**src/hw/rtl/qdpr_pkg.sv**
```systemverilog
// ----------------------------------------------------------------------------
// qdpr_pkg
// Shared types and constants for the quantized dot product and requantize unit.
// ----------------------------------------------------------------------------
`timescale 1ns / 1ps
`default_nettype none

package qdpr_pkg;

  // Register index map of the configuration port
  localparam logic [2:0] REG_WEIGHT_ZP     = 3'd0;
  localparam logic [2:0] REG_ACTIVATION_ZP = 3'd1;
  localparam logic [2:0] REG_OUTPUT_ZP     = 3'd2;
  localparam logic [2:0] REG_SCALE_MULT    = 3'd3;
  localparam logic [2:0] REG_SCALE_SHIFT   = 3'd4;

  localparam int CFG_INDEX_W = 3;
  localparam int CFG_DATA_W  = 32;

  // Reset values
  localparam logic [31:0] SCALE_MULT_RESET = 32'h4000_0000;

  // Requantization constants
  localparam logic signed [63:0] HIGH_MUL_NUDGE = 64'sh0000_0000_4000_0000;
  localparam logic signed [31:0] INT32_MIN      = 32'sh8000_0000;
  localparam logic signed [31:0] INT32_MAX      = 32'sh7FFF_FFFF;
  localparam logic [7:0]         BYTE_MAX       = 8'hFF;

  // Default depth of the queue between accumulator and requantizer
  localparam int QUEUE_DEPTH_DEFAULT = 2;

  // Configuration seen by the front and back parts
  typedef struct packed {
    logic [7:0]         weight_zp;
    logic [7:0]         activation_zp;
    logic [7:0]         output_zp;
    logic signed [31:0] scale_mult;
    logic [4:0]         scale_shift;
  } qdpr_cfg_t;

endpackage

`default_nettype wire

```
**src/hw/rtl/quantized_dot_product_requantize_unit.sv**
```systemverilog
// ----------------------------------------------------------------------------
// quantized_dot_product_requantize_unit
// Quantized dot product with fixed-point requantization to an output byte.
// ----------------------------------------------------------------------------
// Usage:
//   Input channel (in_valid/in_ready): one word per cycle carrying weight,
//   activation, bias and last. Each word adds (weight - wzp) * (activation -
//   azp) to a 32-bit wrapping accumulator; a word with last set also adds
//   bias and closes the dot product. Words are taken at one per cycle while
//   the sum queue has room.
//   Output channel (out_valid/out_ready): one result byte per dot product,
//   valid once its sum has passed the sum queue, the 32x32 multiply stage,
//   the high-half stage and the shift/clamp into the output register. The
//   requantizer takes one sum per cycle while out_ready is high.
//   Configuration (cfg_valid/cfg_ready, cfg_index, cfg_data): always ready;
//   write only while no dot product is in flight. Unknown indexes are ignored.
//   Reset: accumulator, queue and pipeline empty; zero points and shift are 0,
//   multiplier is 2^30.
//   Stall: while out_ready is low the result holds, the pipeline and the sum
//   queue fill, and then in_ready drops until space frees up.
// ----------------------------------------------------------------------------
`timescale 1ns / 1ps
`default_nettype none

module quantized_dot_product_requantize_unit
  import qdpr_pkg::*;
#(
  parameter int QUEUE_DEPTH = QUEUE_DEPTH_DEFAULT
) (
  input  wire logic                   clk,
  input  wire logic                   rst,
  input  wire logic                   cfg_valid,
  output logic                        cfg_ready,
  input  wire logic [CFG_INDEX_W-1:0] cfg_index,
  input  wire logic [CFG_DATA_W-1:0]  cfg_data,
  input  wire logic                   in_valid,
  output logic                        in_ready,
  input  wire logic [7:0]             weight,
  input  wire logic [7:0]             activation,
  input  wire logic signed [31:0]     bias,
  input  wire logic                   last,
  output logic                        out_valid,
  input  wire logic                   out_ready,
  output logic [7:0]                  result
);

  qdpr_cfg_t   cfg;
  logic        q_full;
  logic        q_empty;
  logic        push;
  logic        pop;
  logic [31:0] push_data;
  logic [31:0] pop_data;

  assign cfg_ready = 1'b1;

  // Register file
  always_ff @(posedge clk) begin
    if (rst) begin
      cfg.weight_zp     <= '0;
      cfg.activation_zp <= '0;
      cfg.output_zp     <= '0;
      cfg.scale_mult    <= SCALE_MULT_RESET;
      cfg.scale_shift   <= '0;
    end else if (cfg_valid && cfg_ready) begin
      case (cfg_index)
        REG_WEIGHT_ZP:     cfg.weight_zp     <= cfg_data[7:0];
        REG_ACTIVATION_ZP: cfg.activation_zp <= cfg_data[7:0];
        REG_OUTPUT_ZP:     cfg.output_zp     <= cfg_data[7:0];
        REG_SCALE_MULT:    cfg.scale_mult    <= cfg_data;
        REG_SCALE_SHIFT:   cfg.scale_shift   <= cfg_data[4:0];
        default: begin
        end
      endcase
    end
  end

  qdpr_front u_front (
    .clk        (clk),
    .rst        (rst),
    .cfg        (cfg),
    .in_valid   (in_valid),
    .in_ready   (in_ready),
    .weight     (weight),
    .activation (activation),
    .bias       (bias),
    .last       (last),
    .q_full     (q_full),
    .push       (push),
    .push_data  (push_data)
  );

  qdpr_queue #(
    .DEPTH (QUEUE_DEPTH)
  ) u_queue (
    .clk       (clk),
    .rst       (rst),
    .push      (push),
    .push_data (push_data),
    .pop       (pop),
    .pop_data  (pop_data),
    .full      (q_full),
    .empty     (q_empty)
  );

  qdpr_back u_back (
    .clk       (clk),
    .rst       (rst),
    .cfg       (cfg),
    .q_empty   (q_empty),
    .q_data    (pop_data),
    .pop       (pop),
    .out_valid (out_valid),
    .out_ready (out_ready),
    .result    (result)
  );

endmodule

`default_nettype wire

```
**src/hw/rtl/qdpr_front.sv**
```systemverilog
// ----------------------------------------------------------------------------
// qdpr_front
// Accepts operand words, accumulates zero-point corrected products and pushes
// the biased sum into the queue on the last word of each dot product.
// ----------------------------------------------------------------------------
`timescale 1ns / 1ps
`default_nettype none

module qdpr_front
  import qdpr_pkg::*;
(
  input  wire logic               clk,
  input  wire logic               rst,
  input  wire qdpr_cfg_t          cfg,
  input  wire logic               in_valid,
  output logic                    in_ready,
  input  wire logic [7:0]         weight,
  input  wire logic [7:0]         activation,
  input  wire logic signed [31:0] bias,
  input  wire logic               last,
  input  wire logic               q_full,
  output logic                    push,
  output logic [31:0]             push_data
);

  logic [31:0]        acc;
  logic [31:0]        acc_next;
  logic signed [8:0]  w_diff;
  logic signed [8:0]  a_diff;
  logic signed [17:0] prod;
  logic [31:0]        sum;
  logic               accept;

  // Take a word whenever the queue has room for a finished sum
  assign in_ready = !q_full;
  assign accept   = in_valid && in_ready;

  // Remove zero points and multiply
  assign w_diff = $signed({1'b0, weight}) - $signed({1'b0, cfg.weight_zp});
  assign a_diff = $signed({1'b0, activation}) - $signed({1'b0, cfg.activation_zp});
  assign prod   = w_diff * a_diff;
  assign sum    = acc + {{14{prod[17]}}, prod};

  // Add bias on the last word and hand the sum to the queue
  assign push      = accept && last;
  assign push_data = sum + bias;

  always_comb begin
    acc_next = acc;
    if (accept) begin
      acc_next = last ? '0 : sum;
    end
  end

  // Hold the wrapping accumulator
  always_ff @(posedge clk) begin
    if (rst) begin
      acc <= '0;
    end else begin
      acc <= acc_next;
    end
  end

  a_acc_clear: assert property (@(posedge clk) disable iff (rst)
    push |=> acc == '0)
    else $error("accumulator not cleared after last word");

endmodule

`default_nettype wire

```
**src/hw/rtl/qdpr_queue.sv**
```systemverilog
// ----------------------------------------------------------------------------
// qdpr_queue
// Small register queue of biased sums between the accumulator and the
// requantizer.
// ----------------------------------------------------------------------------
`timescale 1ns / 1ps
`default_nettype none

module qdpr_queue
  import qdpr_pkg::*;
#(
  parameter int DEPTH = QUEUE_DEPTH_DEFAULT
) (
  input  wire logic        clk,
  input  wire logic        rst,
  input  wire logic        push,
  input  wire logic [31:0] push_data,
  input  wire logic        pop,
  output logic [31:0]      pop_data,
  output logic             full,
  output logic             empty
);

  localparam int PTR_W = $clog2(DEPTH);
  localparam int CNT_W = $clog2(DEPTH + 1);
  localparam logic [PTR_W-1:0] PTR_LAST = PTR_W'(DEPTH - 1);
  localparam logic [CNT_W-1:0] CNT_FULL = CNT_W'(DEPTH);

  logic [31:0]      mem [DEPTH];
  logic [PTR_W-1:0] wr_ptr;
  logic [PTR_W-1:0] rd_ptr;
  logic [CNT_W-1:0] count;

  assign full     = (count == CNT_FULL);
  assign empty    = (count == '0);
  assign pop_data = mem[rd_ptr];

  // Store the pushed word
  always_ff @(posedge clk) begin
    if (push) begin
      mem[wr_ptr] <= push_data;
    end
  end

  // Advance pointers and count
  always_ff @(posedge clk) begin
    if (rst) begin
      wr_ptr <= '0;
      rd_ptr <= '0;
      count  <= '0;
    end else begin
      if (push) begin
        wr_ptr <= (wr_ptr == PTR_LAST) ? '0 : wr_ptr + 1'b1;
      end
      if (pop) begin
        rd_ptr <= (rd_ptr == PTR_LAST) ? '0 : rd_ptr + 1'b1;
      end
      if (push && !pop) begin
        count <= count + 1'b1;
      end else if (pop && !push) begin
        count <= count - 1'b1;
      end
    end
  end

  a_no_overflow: assert property (@(posedge clk) disable iff (rst)
    !(push && full))
    else $error("push into full queue");

  a_no_underflow: assert property (@(posedge clk) disable iff (rst)
    !(pop && empty))
    else $error("pop from empty queue");

endmodule

`default_nettype wire

```
**src/hw/rtl/qdpr_back.sv**
```systemverilog
// ----------------------------------------------------------------------------
// qdpr_back
// Requantizer: rounding doubling high multiply, rounding shift, output zero
// point and clamp, as a three-stage stallable pipeline.
// ----------------------------------------------------------------------------
`timescale 1ns / 1ps
`default_nettype none

module qdpr_back
  import qdpr_pkg::*;
(
  input  wire logic        clk,
  input  wire logic        rst,
  input  wire qdpr_cfg_t   cfg,
  input  wire logic        q_empty,
  input  wire logic [31:0] q_data,
  output logic             pop,
  output logic             out_valid,
  input  wire logic        out_ready,
  output logic [7:0]       result
);

  // Stage A: full product
  logic               a_vld;
  logic signed [63:0] a_prod;
  logic               a_sat;
  // Stage B: high half of the doubled product
  logic               b_vld;
  logic signed [31:0] b_high;
  // Stage B to output combinational path
  logic signed [63:0] nudged;
  logic [32:0]        half;
  logic signed [32:0] rounded;
  logic signed [32:0] shifted;
  logic signed [33:0] biased;
  logic [7:0]         clamped;
  logic signed [31:0] sum_s;
  logic               adv_a;
  logic               adv_b;
  logic               adv_c;

  // Advance each stage when the one after it frees up
  assign adv_c = b_vld && (!out_valid || out_ready);
  assign adv_b = a_vld && (!b_vld || adv_c);
  assign adv_a = !q_empty && (!a_vld || adv_b);
  assign pop   = adv_a;

  assign sum_s = q_data;

  // Nudge by 2^30 and take bits 62:31; this rounds to nearest, ties upward
  assign nudged = a_prod + HIGH_MUL_NUDGE;

  // Round half up, then floor shift
  always_comb begin
    half = '0;
    if (cfg.scale_shift != '0) begin
      half = 33'd1 << (cfg.scale_shift - 5'd1);
    end
  end
  assign rounded = {b_high[31], b_high} + $signed(half);
  assign shifted = rounded >>> cfg.scale_shift;
  assign biased  = {shifted[32], shifted} + $signed({26'd0, cfg.output_zp});

  // Clamp the full value to a byte
  always_comb begin
    if (biased[33]) begin
      clamped = '0;
    end else if (biased[32:8] != '0) begin
      clamped = BYTE_MAX;
    end else begin
      clamped = biased[7:0];
    end
  end

  // Pipeline payload
  always_ff @(posedge clk) begin
    if (adv_a) begin
      a_prod <= cfg.scale_mult * sum_s;
      a_sat  <= (cfg.scale_mult == INT32_MIN) && (sum_s == INT32_MIN);
    end
    if (adv_b) begin
      b_high <= a_sat ? INT32_MAX : nudged[62:31];
    end
    if (adv_c) begin
      result <= clamped;
    end
  end

  // Pipeline valid bits
  always_ff @(posedge clk) begin
    if (rst) begin
      a_vld     <= 1'b0;
      b_vld     <= 1'b0;
      out_valid <= 1'b0;
    end else begin
      if (adv_a) begin
        a_vld <= 1'b1;
      end else if (adv_b) begin
        a_vld <= 1'b0;
      end
      if (adv_b) begin
        b_vld <= 1'b1;
      end else if (adv_c) begin
        b_vld <= 1'b0;
      end
      if (adv_c) begin
        out_valid <= 1'b1;
      end else if (out_ready) begin
        out_valid <= 1'b0;
      end
    end
  end

  a_sat_product: assert property (@(posedge clk) disable iff (rst)
    (a_vld && a_sat) |-> (a_prod == 64'sh4000_0000_0000_0000))
    else $error("saturation flag without minimum operands");

  a_stage_fill: assert property (@(posedge clk) disable iff (rst)
    adv_b |=> b_vld)
    else $error("middle stage lost a word");

endmodule

`default_nettype wire

```
**config.mk**
```make
export PLATFORM = sky130hd
export DESIGN_NAME = quantized_dot_product_requantize_unit
export DESIGN_NICKNAME = d
export VERILOG_FILES = /design/src/hw/rtl/qdpr_pkg.sv /design/src/hw/rtl/quantized_dot_product_requantize_unit.sv /design/src/hw/rtl/qdpr_front.sv /design/src/hw/rtl/qdpr_queue.sv /design/src/hw/rtl/qdpr_back.sv
export SDC_FILE = /design/constraint.sdc
export NUM_CORES = 2
export LEC_CHECK = 0
export BUFFER_PORTS_ARGS = -buffer_cell sky130_fd_sc_hd__buf_2
export CORE_ASPECT_RATIO = 0.6
export CORE_MARGIN = 10
export CORE_UTILIZATION = 42
export DETAILED_ROUTE_END_ITERATION = 7
export PLACE_DENSITY = 0.65
export SLEW_MARGIN = 20
export SYNTH_ARGS = -nofsm -noshare
export SYNTH_HDL_FRONTEND = slang
export SYNTH_SLANG_ARGS = --single-unit
```
**constraint.sdc**
```tcl
create_clock -name clk -period 33.9 [get_ports clk]
set_clock_uncertainty 0.15 [all_clocks]
set_input_delay 1.695 -clock clk [delete_from_list [all_inputs] [get_ports clk]]
set_output_delay 1.695 -clock clk [all_outputs]
set_load 0.02 [all_outputs]
```
==> results.md <==
- Status: completed
- DR vias: roughly 45000
- CP endpoint kind: flop
- Min Clock Period, post-route: approximately 13 ns
- R2R Setup Slk: 22.11 ns
- PostCTS Resize Cnt: 0
- Slew margin rel.: 0.232
- Largest net degree at the start of global routing: roughly 70
- Fin util: 0.447
- Worst r2r src: cfg[53]$_SDFFE_PP0P_
- Cell mode on critical path: a21oi_1
- Mux cell area share after synthesis: 0.0200
- Reg clk slew, reported paths: about 0.07 ns
- Port bufs: between 90 and 100
- Placeable Area: 135000 um2
- Fmax: a little under 0.08 GHz
- First-pass GRT wire length: 279000 um
- Initial Util: 0.424
- Synth Cell Area: approximately 57000 um2
- Row count: between 100 and 150
- Yosys warns: 0
- RSZ-0062 raised after global routing: no
- Ys flop type: edfxtp_1
- Gr usage total: 0.237
- Yosys reg bits: between 200 and 250
- Final net count: between 7000 and 8000
- Initial antenna violation count: 8
- Placed Cells: a little over 8000
- GRT overflow: 0
- Most frequent cells after synthesis: 1265 x inv_1, 1149 x fa_1, 1023 x nand2_1, 341 x ha_1, 284 x nor2_1
- R2R depth: 47
- Slowest stage cell on the critical path: o41ai_1
- Vias in the first global route: 45800
- Main combinational cell family by area after synthesis: adder cells
- Post-synth EDFFs: approximately 140
- Post-Synthesis Cells: roughly 6400
- CP Launch Type: input pin
- Synth area leaders: fa_1 40%, inv_1 8.3%, ha_1 7.5%
- Top-area cell type share of the netlist area: 0.403
- Boundary Pins: 100
- Tightest Pin Transition: roughly 1.1 ns
- Die area: between 150000 and 200000 um2
- Top-count cell post-synth: inv_1
- Final ANT Viol Nets: 0
- Synth unique cells: roughly 110
- Post-synth ARST share: 0
- DR WL/cell: approximately 22 um
- Die Wd: 496 um
- Fraction of layout cells with a size suffix above 1: 0.0594
- Hold WS: around 0.31 ns
- Crit Path Max Fanout: 15
- Number of setup buffers added after CTS: 0
- Worst Setup SP: weight[0]
- DRC viols: 0
- Worst R2R End: u_queue.mem[0][31]$_DFFE_PP_
- Critical Path Max Stage Delay: roughly 0.59 ns
- Synth Area in XOR/XNOR: 0.0298
- Final wirelength: around 180000 um
- Crit path capture: u_queue.mem[0][31]$_DFFE_PP_
- Root buffer cell: clkbuf_16
- Die Y: slightly above 300 um
- Hold Path Class: reg -> reg
- Cell taking the most area after synthesis: fa_1
- Pre-Repair DR Iteration Count: 8
- Worst endpoint data arrival time: ~13 ns
- Clk sinks: around 240
- DP HPWL: 139000 um
- CTS Buf Count: 25
- Gpl congestion: 0.959
- Max Cap Violations: 0
- Final setup TNS: 0 ns
- Worst-skew pair later-pin latency: approximately 0.60 ns
- Critical Path RT: ~34 ns
- H-tree levels: 1
- Avg Inst Size Synth: a little under 9 um2
- Clock Path Buffers: 3
- Post-CTS Hold Fix Bufs: 0
- Simple-gate share of the synthesized area: 0.170
- # fillers: around 13000
- Max Transition Viols Final: 0
- Final setup fails: 0
- WS Path Type: in -> reg
- Hold Violations, Final: 0
- Compound-Gate Fraction of Synth Area: 0.0881
- Vias/cell: between 5 and 6
- Sequential share of the synthesized area: 0.108
- Final period util: 0.374
- Initial detailed-routing violation count: 4322
- CTS tree: built
- Non-Filler Instances: 8138
- Synth Area in Adders: 0.478
- Syn-to-layout area delta: 5.31%
- Synthesized netlist net count: 8007
routing by layer:
layer	vias to the layer above	global-route usage	routed length (um)
li1	19700	-	-
met1	22600	0.352	80800
met2	2318	0.314	68700
met3	231	0.111	27700
met4	8	0.0354	3230
met5	-	0	43
cell families after synthesis:
| logic type | after synthesis |
|---|---|
| AO/OA/AOI/OAI | 734 |
| XOR/XNOR | 194 |
| adder cells (fa/ha/maj) | 1490 |
| buffers and inverters | 1602 |
| flip-flops | 239 |
| multiplexers | 92 |
| other | 1 |
| AND/OR/NAND/NOR | 2076 |
how the worst min path moves through the flow:
stage / startpoint / to / cells past startpoint
3_5_place_dp: cfg[21]$_SDFFE_PP0P_ / cfg[21]$_SDFFE_PP0P_ / 2
3_3_place_gp: cfg[59]$_SDFFE_PP0P_ / cfg[59]$_SDFFE_PP0P_ / 2
2_1_floorplan: cfg[47]$_SDFFE_PP0P_ / cfg[47]$_SDFFE_PP0P_ / 2
6_report: cfg[21]$_SDFFE_PP0P_ / cfg[21]$_SDFFE_PP0P_ / 2
4_1_cts: cfg[21]$_SDFFE_PP0P_ / cfg[21]$_SDFFE_PP0P_ / 2
5_1_grt: cfg[21]$_SDFFE_PP0P_ / cfg[21]$_SDFFE_PP0P_ / 2
cells in the final DEF, fill, tap and decap left out, types with 98 or more instances in the layout:
cell and instances:
a21oi_1 215, edfxtp_1 138, ha_1 341, inv_1 1265, fa_1 1149, dfxtp_1 100, o21ai_0 98, xnor2_1 130
nor2_1 283, and2_1 142, nor2b_1 178, nand2_1 1023
stage by stage:
stage | area, um2 | setup slack (ns)
after global routing | 60100 | 20.23
after detailed placement | 59300 | 20.62
after CTS | 60100 | 21.25
after global placement | 59300 | 20.66
final | 60100 | 21.22
after floorplan | 57100 | 21.79
area by class of cell:
type | instances | area, um2 | share of cell area
clock buffers | 27 | 633 | 0.0105
inverters | 1268 | 4760 | 0.0792
flip-flops and latches | 239 | 6170 | 0.103
repair buffers | 194 | 1210 | 0.0202
well taps | 1802 | 2250 | 0.0375
clock inverters | 19 | 161 | 0.00268
multi-input cells | 4587 | 44900 | 0.747
diodes | 2 | 5.00 | 0.0000832
sequential cells by signal, summed over array words and instances, names as in the netlist, named ones only:
| register | flops |
|---|---|
| u_queue.wr_ptr | 1 |
| u_back.result | 8 |
| u_back.out_valid | 1 |
| u_back.b_vld | 1 |
| u_back.a_vld | 1 |
| u_back.a_prod | 33 |
| u_queue.count | 2 |
| u_back.b_high | 32 |
| u_back.a_sat | 1 |
| u_queue.mem | 64 |
| u_front.acc | 32 |
| u_queue.rd_ptr | 1 |
| cfg | 61 |
worst max-delay path: cells and delay by family:
family	cells	cell delay, ns
AO/OA/AOI/OAI	22	4.81
adder cells (fa/ha/maj)	10	3.98
AND/OR/NAND/NOR	7	1.38
buffers and inverters	7	0.60
XOR/XNOR	3	0.39
Power is not shown: default switching activity piles up to over one toggle a cycle in this logic, so the estimate is an artifact.
